**src/sv/tpg_pkg.sv**
```systemverilog
// Package for the touchpad tap-and-drag gesture block.
// Holds the gesture phase type, register map, phase codes and shared structs.
// Has no dependencies; every other file of the block imports it.
package tpg_pkg;

    // Gesture phases, kept one-hot inside the block.
    typedef enum logic [5:0] {
        PH_IDLE  = 6'b000001,
        PH_PMOVE = 6'b000010,
        PH_MOVE  = 6'b000100,
        PH_PHOLD = 6'b001000,
        PH_HOLD  = 6'b010000,
        PH_ABORT = 6'b100000
    } phase_t;

    // Phase codes as reported on the result channel.
    localparam logic [2:0] PC_IDLE  = 3'd0;
    localparam logic [2:0] PC_PMOVE = 3'd1;
    localparam logic [2:0] PC_MOVE  = 3'd2;
    localparam logic [2:0] PC_PHOLD = 3'd3;
    localparam logic [2:0] PC_HOLD  = 3'd4;
    localparam logic [2:0] PC_ABORT = 3'd5;

    // Register indexes, taken from paddr[3:2].
    localparam logic [1:0] REG_MOVE_DELAY  = 2'd0;
    localparam logic [1:0] REG_HOLD_WINDOW = 2'd1;
    localparam logic [1:0] REG_HOLD_LOCK   = 2'd2;

    localparam logic [15:0] MOVE_DELAY_RST  = 16'd100;
    localparam logic [15:0] HOLD_WINDOW_RST = 16'd250;
    localparam logic        HOLD_LOCK_RST   = 1'b1;

    localparam logic [2:0] COUNT_MAX = 3'd7;

    typedef struct packed {
        logic [15:0] move_delay_ms;
        logic [15:0] hold_window_ms;
        logic        hold_lock_enable;
    } cfg_t;

    // Gesture state that does not depend on the number of finger slots.
    typedef struct packed {
        phase_t      phase;
        logic        first_valid;
        logic [31:0] mark_time;
        logic [2:0]  prev_count;
    } gest_state_t;

    typedef struct packed {
        logic [2:0] finger_count;
        logic [2:0] phase_now;
        logic       button_press;
        logic       hold_active;
    } result_t;

    function automatic logic [2:0] phase_code(input phase_t ph);
        logic [2:0] code;
        case (ph)
            PH_IDLE:  code = PC_IDLE;
            PH_PMOVE: code = PC_PMOVE;
            PH_MOVE:  code = PC_MOVE;
            PH_PHOLD: code = PC_PHOLD;
            PH_HOLD:  code = PC_HOLD;
            PH_ABORT: code = PC_ABORT;
            default:  code = PC_IDLE;
        endcase
        return code;
    endfunction

endpackage

```
**src/sv/tpg_cfg_regs.sv**
```systemverilog
// Configuration registers of the gesture block behind an APB-style port.
// Depends on tpg_pkg for the register map, reset values and cfg_t.
// Writes complete in the access cycle; pready is tied high.
module tpg_cfg_regs
    import tpg_pkg::*;
(
    input  logic        aclk,
    input  logic        aresetn,
    input  logic        psel,
    input  logic        penable,
    input  logic        pwrite,
    input  logic [3:0]  paddr,
    input  logic [31:0] pwdata,
    output logic [31:0] prdata,
    output logic        pready,
    output cfg_t        cfg
);

    cfg_t cfg_reg;
    cfg_t cfg_next;
    logic wr_en;

    assign pready = 1'b1;
    assign wr_en  = psel & penable & pwrite;
    assign cfg    = cfg_reg;

    always_comb begin
        cfg_next = cfg_reg;
        if (wr_en) begin
            case (paddr[3:2])
                REG_MOVE_DELAY:  cfg_next.move_delay_ms    = pwdata[15:0];
                REG_HOLD_WINDOW: cfg_next.hold_window_ms   = pwdata[15:0];
                REG_HOLD_LOCK:   cfg_next.hold_lock_enable = pwdata[0];
                default: ;
            endcase
        end
    end

    always_ff @(posedge aclk) begin
        if (!aresetn) begin
            cfg_reg.move_delay_ms    <= MOVE_DELAY_RST;
            cfg_reg.hold_window_ms   <= HOLD_WINDOW_RST;
            cfg_reg.hold_lock_enable <= HOLD_LOCK_RST;
        end else begin
            cfg_reg <= cfg_next;
        end
    end

    always_comb begin
        case (paddr[3:2])
            REG_MOVE_DELAY:  prdata = {16'd0, cfg_reg.move_delay_ms};
            REG_HOLD_WINDOW: prdata = {16'd0, cfg_reg.hold_window_ms};
            REG_HOLD_LOCK:   prdata = {31'd0, cfg_reg.hold_lock_enable};
            default:         prdata = 32'd0;
        endcase
    end

endmodule

```
**src/sv/tpg_step.sv**
```systemverilog
// Next-state and result logic for one touchpad poll of the gesture block.
// Purely combinational; the top level registers its inputs and outputs.
// Depends on tpg_pkg for phase_t, cfg_t, gest_state_t and result_t.
module tpg_step
    import tpg_pkg::*;
#(
    parameter int FINGERS = 5,
    parameter int IW      = 3
) (
    input  cfg_t              cfg,
    input  logic [FINGERS-1:0] tips,
    input  logic [31:0]       now_ms,
    input  gest_state_t       st_in,
    input  logic [IW-1:0]     first_index_in,
    output gest_state_t       st_out,
    output logic [IW-1:0]     first_index_out,
    output result_t           res
);

    localparam int CW = $clog2(FINGERS + 1);

    logic [CW-1:0]     count_full;
    logic [2:0]        count;
    logic              any_tip;
    logic [IW-1:0]     low_all;
    logic              any_above;
    logic [IW-1:0]     low_above;
    logic              tip_at_first;
    logic              lock_scan;
    logic              lock_idle;
    logic [31:0]       elapsed;
    logic [15:0]       limit;
    logic              timed_out;
    phase_t            ph;
    logic              valid;
    logic [IW-1:0]     idx;
    logic [31:0]       mark;
    logic              button;

    // Finger count, saturated to the 3-bit report field.
    always_comb begin
        count_full = '0;
        for (int i = 0; i < FINGERS; i++) begin
            count_full = count_full + CW'(tips[i]);
        end
        count = (32'(count_full) > 32'd7) ? COUNT_MAX : 3'(count_full);
    end

    // Lowest touching slot overall, and lowest touching slot above the
    // tracked first finger (the scan can pick a new first finger there
    // after the old one lifted).
    always_comb begin
        any_tip      = 1'b0;
        low_all      = '0;
        any_above    = 1'b0;
        low_above    = '0;
        tip_at_first = 1'b0;
        for (int i = FINGERS - 1; i >= 0; i--) begin
            if (tips[i]) begin
                any_tip = 1'b1;
                low_all = IW'(i);
                if (32'(i) > 32'(first_index_in)) begin
                    any_above = 1'b1;
                    low_above = IW'(i);
                end
            end
            if (32'(i) == 32'(first_index_in)) begin
                tip_at_first = tips[i];
            end
        end
    end

    assign lock_scan = cfg.hold_lock_enable && (st_in.phase == PH_HOLD);

    always_comb begin
        ph     = st_in.phase;
        valid  = st_in.first_valid;
        idx    = first_index_in;
        mark   = st_in.mark_time;

        if (!valid) begin
            if (any_tip) begin
                valid = 1'b1;
                idx   = low_all;
                ph    = PH_PMOVE;
                mark  = now_ms;
            end
        end else if (!tip_at_first && !lock_scan) begin
            if (any_above) begin
                idx  = low_above;
                ph   = PH_PMOVE;
                mark = now_ms;
            end else begin
                valid = 1'b0;
                ph    = PH_ABORT;
            end
        end

        lock_idle = cfg.hold_lock_enable && (ph == PH_HOLD);
        if (!lock_idle && count == 3'd0) begin
            ph    = PH_IDLE;
            valid = 1'b0;
        end

        // One subtractor serves both timed phases.
        elapsed   = now_ms - mark;
        limit     = (ph == PH_PMOVE) ? cfg.move_delay_ms : cfg.hold_window_ms;
        timed_out = elapsed > {16'd0, limit};

        button          = 1'b0;
        st_out.prev_count = st_in.prev_count;
        case (ph)
            PH_PMOVE: begin
                if (count != 3'd1) begin
                    ph = PH_ABORT;
                end else if (timed_out) begin
                    ph = PH_MOVE;
                end
            end
            PH_MOVE: begin
                if (count == 3'd2) begin
                    ph   = PH_PHOLD;
                    mark = now_ms;
                end
            end
            PH_PHOLD: begin
                if (count == 3'd1) begin
                    ph     = PH_HOLD;
                    button = 1'b1;
                end else if (timed_out) begin
                    ph = PH_ABORT;
                end
            end
            PH_HOLD: begin
                // A two-finger tap, seen as the count falling to one,
                // releases the drag.
                if (count == 3'd1 && st_in.prev_count > 3'd1) begin
                    ph = PH_MOVE;
                end
                st_out.prev_count = count;
                button = 1'b1;
            end
            default: ;
        endcase

        st_out.phase       = ph;
        st_out.first_valid = valid;
        st_out.mark_time   = mark;
        first_index_out    = idx;

        res.hold_active  = (ph == PH_HOLD);
        res.button_press = button;
        res.phase_now    = phase_code(ph);
        res.finger_count = count;
    end

endmodule

```
**src/sv/touchpad_tap_drag_gesture_fsm_core.sv**
```systemverilog
// Touchpad tap-and-drag gesture machine, top level.
// Instantiates tpg_cfg_regs and tpg_step; depends on tpg_pkg.
//
// Usage: each request on the s_ channel is one touchpad poll (contact mask
// and millisecond time). Every poll yields exactly one result on the m_
// channel with the hold flag, button, gesture phase and finger count.
// A poll is first captured in an input register; the gesture state and the
// result register are updated together when it moves on. One poll per cycle
// is sustained while the receiver does not stall, as the state update
// between the two registers is combinational.
// When the receiver stalls, the result register holds and the input register
// still takes one more request; s_tready falls only when both are full.
// The APB port sets the move delay, hold window and hold lock; write it only
// while no poll is in flight. Synchronous reset (aresetn low) empties both
// registers, restores the register defaults (100 ms, 250 ms, lock on) and
// returns the gesture to idle with no first finger tracked.
module touchpad_tap_drag_gesture_fsm_core
    import tpg_pkg::*;
#(
    parameter int FINGERS = 5
) (
    input  logic        aclk,
    input  logic        aresetn,
    input  logic        s_tvalid,
    output logic        s_tready,
    // [FINGERS-1:0] contact_tips, [FINGERS+31:FINGERS] now_ms, zero pad
    input  logic [((FINGERS+32+7)/8)*8-1:0] s_tdata,
    output logic        m_tvalid,
    input  logic        m_tready,
    // [0] hold_active, [1] button_press, [4:2] phase_now, [7:5] finger_count
    output logic [7:0]  m_tdata,
    input  logic        psel,
    input  logic        penable,
    input  logic        pwrite,
    input  logic [3:0]  paddr,
    input  logic [31:0] pwdata,
    output logic [31:0] prdata,
    output logic        pready
);

    localparam int IW = (FINGERS > 1) ? $clog2(FINGERS) : 1;

    cfg_t               cfg;
    logic               in_valid_reg;
    logic [FINGERS-1:0] in_tips_reg;
    logic [31:0]        in_now_reg;
    logic               out_valid_reg;
    result_t            out_res_reg;
    gest_state_t        st_reg;
    gest_state_t        st_next;
    logic [IW-1:0]      first_index_reg;
    logic [IW-1:0]      first_index_next;
    result_t            res_next;
    logic               advance;
    logic               s_acc;

    tpg_cfg_regs u_cfg (
        .aclk    (aclk),
        .aresetn (aresetn),
        .psel    (psel),
        .penable (penable),
        .pwrite  (pwrite),
        .paddr   (paddr),
        .pwdata  (pwdata),
        .prdata  (prdata),
        .pready  (pready),
        .cfg     (cfg)
    );

    tpg_step #(
        .FINGERS (FINGERS),
        .IW      (IW)
    ) u_step (
        .cfg             (cfg),
        .tips            (in_tips_reg),
        .now_ms          (in_now_reg),
        .st_in           (st_reg),
        .first_index_in  (first_index_reg),
        .st_out          (st_next),
        .first_index_out (first_index_next),
        .res             (res_next)
    );

    assign advance  = in_valid_reg && (!out_valid_reg || m_tready);
    assign s_tready = !in_valid_reg || advance;
    assign s_acc    = s_tvalid && s_tready;

    always_ff @(posedge aclk) begin
        if (!aresetn) begin
            in_valid_reg <= 1'b0;
        end else if (s_acc) begin
            in_valid_reg <= 1'b1;
        end else if (advance) begin
            in_valid_reg <= 1'b0;
        end
    end

    always_ff @(posedge aclk) begin
        if (s_acc) begin
            in_tips_reg <= s_tdata[FINGERS-1:0];
            in_now_reg  <= s_tdata[FINGERS+31:FINGERS];
        end
    end

    always_ff @(posedge aclk) begin
        if (!aresetn) begin
            out_valid_reg <= 1'b0;
        end else if (advance) begin
            out_valid_reg <= 1'b1;
        end else if (m_tready) begin
            out_valid_reg <= 1'b0;
        end
    end

    always_ff @(posedge aclk) begin
        if (advance) begin
            out_res_reg <= res_next;
        end
    end

    always_ff @(posedge aclk) begin
        if (!aresetn) begin
            st_reg.phase       <= PH_IDLE;
            st_reg.first_valid <= 1'b0;
            st_reg.mark_time   <= 32'd0;
            st_reg.prev_count  <= 3'd0;
            first_index_reg    <= '0;
        end else if (advance) begin
            st_reg          <= st_next;
            first_index_reg <= first_index_next;
        end
    end

    assign m_tvalid = out_valid_reg;
    assign m_tdata  = out_res_reg;

`ifndef SYNTHESIS
    a_pmove_tracks_finger: assert property (@(posedge aclk) disable iff (!aresetn)
        (st_reg.phase == PH_PMOVE) |-> st_reg.first_valid)
        else $error("possible move without a tracked first finger");

    a_idle_no_finger: assert property (@(posedge aclk) disable iff (!aresetn)
        (st_reg.phase == PH_IDLE) |-> !st_reg.first_valid)
        else $error("idle phase with a tracked first finger");

    a_hold_has_button: assert property (@(posedge aclk) disable iff (!aresetn)
        (m_tvalid && out_res_reg.hold_active) |-> out_res_reg.button_press)
        else $error("hold reported without the button");

    a_state_only_on_advance: assert property (@(posedge aclk) disable iff (!aresetn)
        !advance |=> $stable(st_reg))
        else $error("gesture state changed without a request moving on");
`endif

endmodule
```
**config.mk**
```make
export PLATFORM = sky130hd
export DESIGN_NAME = touchpad_tap_drag_gesture_fsm_core
export DESIGN_NICKNAME = d
export VERILOG_FILES = /design/src/sv/tpg_pkg.sv /design/src/sv/tpg_cfg_regs.sv /design/src/sv/tpg_step.sv /design/src/sv/touchpad_tap_drag_gesture_fsm_core.sv
export SDC_FILE = /design/constraint.sdc
export NUM_CORES = 1
export LEC_CHECK = 0
export ABC_AREA = 1
export BUFFER_PORTS_ARGS = -buffer_cell sky130_fd_sc_hd__buf_2
export CAP_MARGIN = 0
export CORE_ASPECT_RATIO = 0.9
export CORE_UTILIZATION = 30
export DETAILED_ROUTE_END_ITERATION = 10
export HOLD_SLACK_MARGIN = 0.06
export SLEW_MARGIN = 10
export SYNTH_ARGS = -nofsm -noshare
export SYNTH_HDL_FRONTEND = slang
export SYNTH_SLANG_ARGS = --single-unit
```
**constraint.sdc**
```tcl
create_clock -name aclk -period 7.3 [get_ports aclk]
set_clock_uncertainty 0.05 [all_clocks]
set_input_delay 0.73 -clock aclk [delete_from_list [all_inputs] [get_ports aclk]]
set_output_delay 0.73 -clock aclk [all_outputs]
set_load 0.05 [all_outputs]
```
==> results.tsv <==
metric	value	unit
pwr-share-comb	37.3	%
die_area	32820	um2
grt_usage	18.01	%
antenna_found_initial	0	
p_per_area	242.6	nW/um2
regArea	2933	um2
leakage	5.181	nW
max_stage_delay	500	ps
cp.arrival	6560	ps
firstDrtPassIters	5	
critPathRequiredTime	7540	ps
initial_core_util	30.85	%
peakVddDrop	0.0001199	V
htree_num_levels	4	
hold_path_class	reg2reg	
relSlewSlack	18.53	%
swShare	39.64	%
via_per_inst	4.935	
hold_viol	0	
cts_tree	built	
cts_made_buffers	17	
syn_inst	1463	
synth.top_cell.area_share	16.42	%
netlist_area	9629	um2
synth-edff-count	45	
pwr-share-seq	29.4	%
postCtsSetupRepairBufs	0	
ys_seq_area_share	30.46	%
cts_root_buf	clkbuf_16	
path_clk_slew	60	ps
grt.overflow.total	0	
fin_crit_sh	86.60	%
p_sw	1.058	mW
clk_latency	440	ps
hold_buffers	0	
core	31220	um2
ys_top_cells_by_area	dfxtp_1 16%, nand2_1 16%, edfxtp_1 14%	
globalplace.congestion	0.9309	
power.total	2.669	mW
rsz0062_at_grt	no	
cp_common_cell	nand2_1	
wl_per_cell	14.75	um
drc	0	
grt_max_degree	67	
ys_types	49	
clk_path_buf_depth	2	
cp-start-kind	flop	
whs	409.2	ps
syn2layout_area_growth	14.23	%
placed_cells	1922	
grt_first_pass_wirelength	46.34	mm
ioPinCount	126	
drtIter0Drc	716	
layout.nets	1667	
portBuffers	87	
slowest_stage	edfxtp_1	
multiInputGateArea	5554	um2
fin_setup_tns	0	ps
clock-sinks	124	
die_w	190.9	um
yosys.area.top_type	dfxtp_1	
grt_pass1_vias	8871	
period_needed	6322	ps
row_count	61	
post_cts_resized	0	
drt_wl_total	28.82	mm
dr_total_vias	9643	
final_cell_mix	406 x nand2_1, 219 x inv_1, 116 x nor2_1	
avgSynthCellArea	6.582	um2
tightest_slew	1218	ps
setup_viol	0	
synth_async_sr_flop_share	0	%
place_hpwl	21.68	mm
synthFlopType	dfxtp_1	
final_common_cell	nand2_1	
yosysWarnings	0	
status	completed	
critPathMaxFanout	32	
ys_ff_latch	124	
drive_gt1_share	11.91	%
clock_power_share	33.3	%
cap_violations	0	
setup_ws	978.2	ps
die_h	172.0	um
critPathKind	reg2reg	
dp_worst_setup_slack	1055	ps
largest_reg_flops	41	
fmax	158.2	MHz
drtAntennaViolNets	0	
finalNonFillerCells	1954	
critPathCaptureType	flop	
slew_viol_final	0	
insertedDiodeCount	0	
fillCellCount	3442	
p_int	1.611	mW
[stage by stage]
stage               instance area, um2  utilization [%]
floorplan                         9686                -
global placement                 10400            33.31
CTS                              11000            35.24
finish                           11000            35.24
detailed placement               10400            33.31
global route                     11000            35.24
[final timing paths]
| kind | end | from | cells past startpoint | slack [ps] |
|---|---|---|---|---|
| min | st_reg[1]$_SDFFE_PN0P_ | st_reg[1]$_SDFFE_PN0P_ | 2 | 410 |
| min reg2reg | st_reg[1]$_SDFFE_PN0P_ | st_reg[1]$_SDFFE_PN0P_ | 2 | 410 |
| max reg2reg | m_tdata[4]$_DFFE_PP_ | in_tips_reg[1]$_DFFE_PP_ | 31 | 980 |
| max | m_tdata[4]$_DFFE_PP_ | in_tips_reg[1]$_DFFE_PP_ | 31 | 980 |
[power groups by stage]
stage,clock network (mW),logic [mW],registers (mW)
floorplan,0,0.719,0.807
global placement,0,0.978,0.798
detailed placement,0,0.988,0.799
CTS,0.909,0.995,0.784
global route,0.937,1.13,0.789
finish,0.888,0.996,0.784
[final cells by class]
type                    count  area share (%)
inverters                 230           7.872
flip-flops and latches    124           26.66
clock buffers              21           4.288
clock inverters            11           1.183
well taps                 409           4.652
repair buffers            100           4.846
multi-input cells        1059           50.49
[per-layer routing]
layer | GRT usage, % | up-vias | part of all wire, %
met4 | 5.357 | 0 | 1.9
met1 | 24.07 | 4459 | 48
li1 | - | 4912 | -
met3 | 3.004 | 36 | 4.6
met2 | 29.60 | 236 | 46
met5 | 0 | - | 0
[Yosys cell counts, types with 30 or more instances]
library cell	instances
edfxtp_1	45
inv_1	221
a31oi_1	31
o21ai_0	76
nor2_1	116
a21oi_1	98
dfxtp_1	79
nand2_1	407
ha_1	49
nand3_1	71
o22ai_1	30
clkbuf_1	38
[kinds of logic after synthesis]
kind of cell	count (synthesis)	synth area share [%]
DFF	124	30.46
other	2	0.07799
AOI/OAI and AO/OA	314	18.80
buffers and inverters	295	12.47
adders and majority gates	52	6.991
xor gates and xnor gates	16	1.455
and+or+nand+nor	660	29.74
[critical path, delay by kind of cell (launching register included)]
family	cells	cell delay [ps]
adders and majority gates	5	1710
AOI/OAI and AO/OA	2	350
DFF	1	500
and+or+nand+nor	18	2800
buffers and inverters	6	750
No activity file was read; power rests on OpenSTA's default activity.
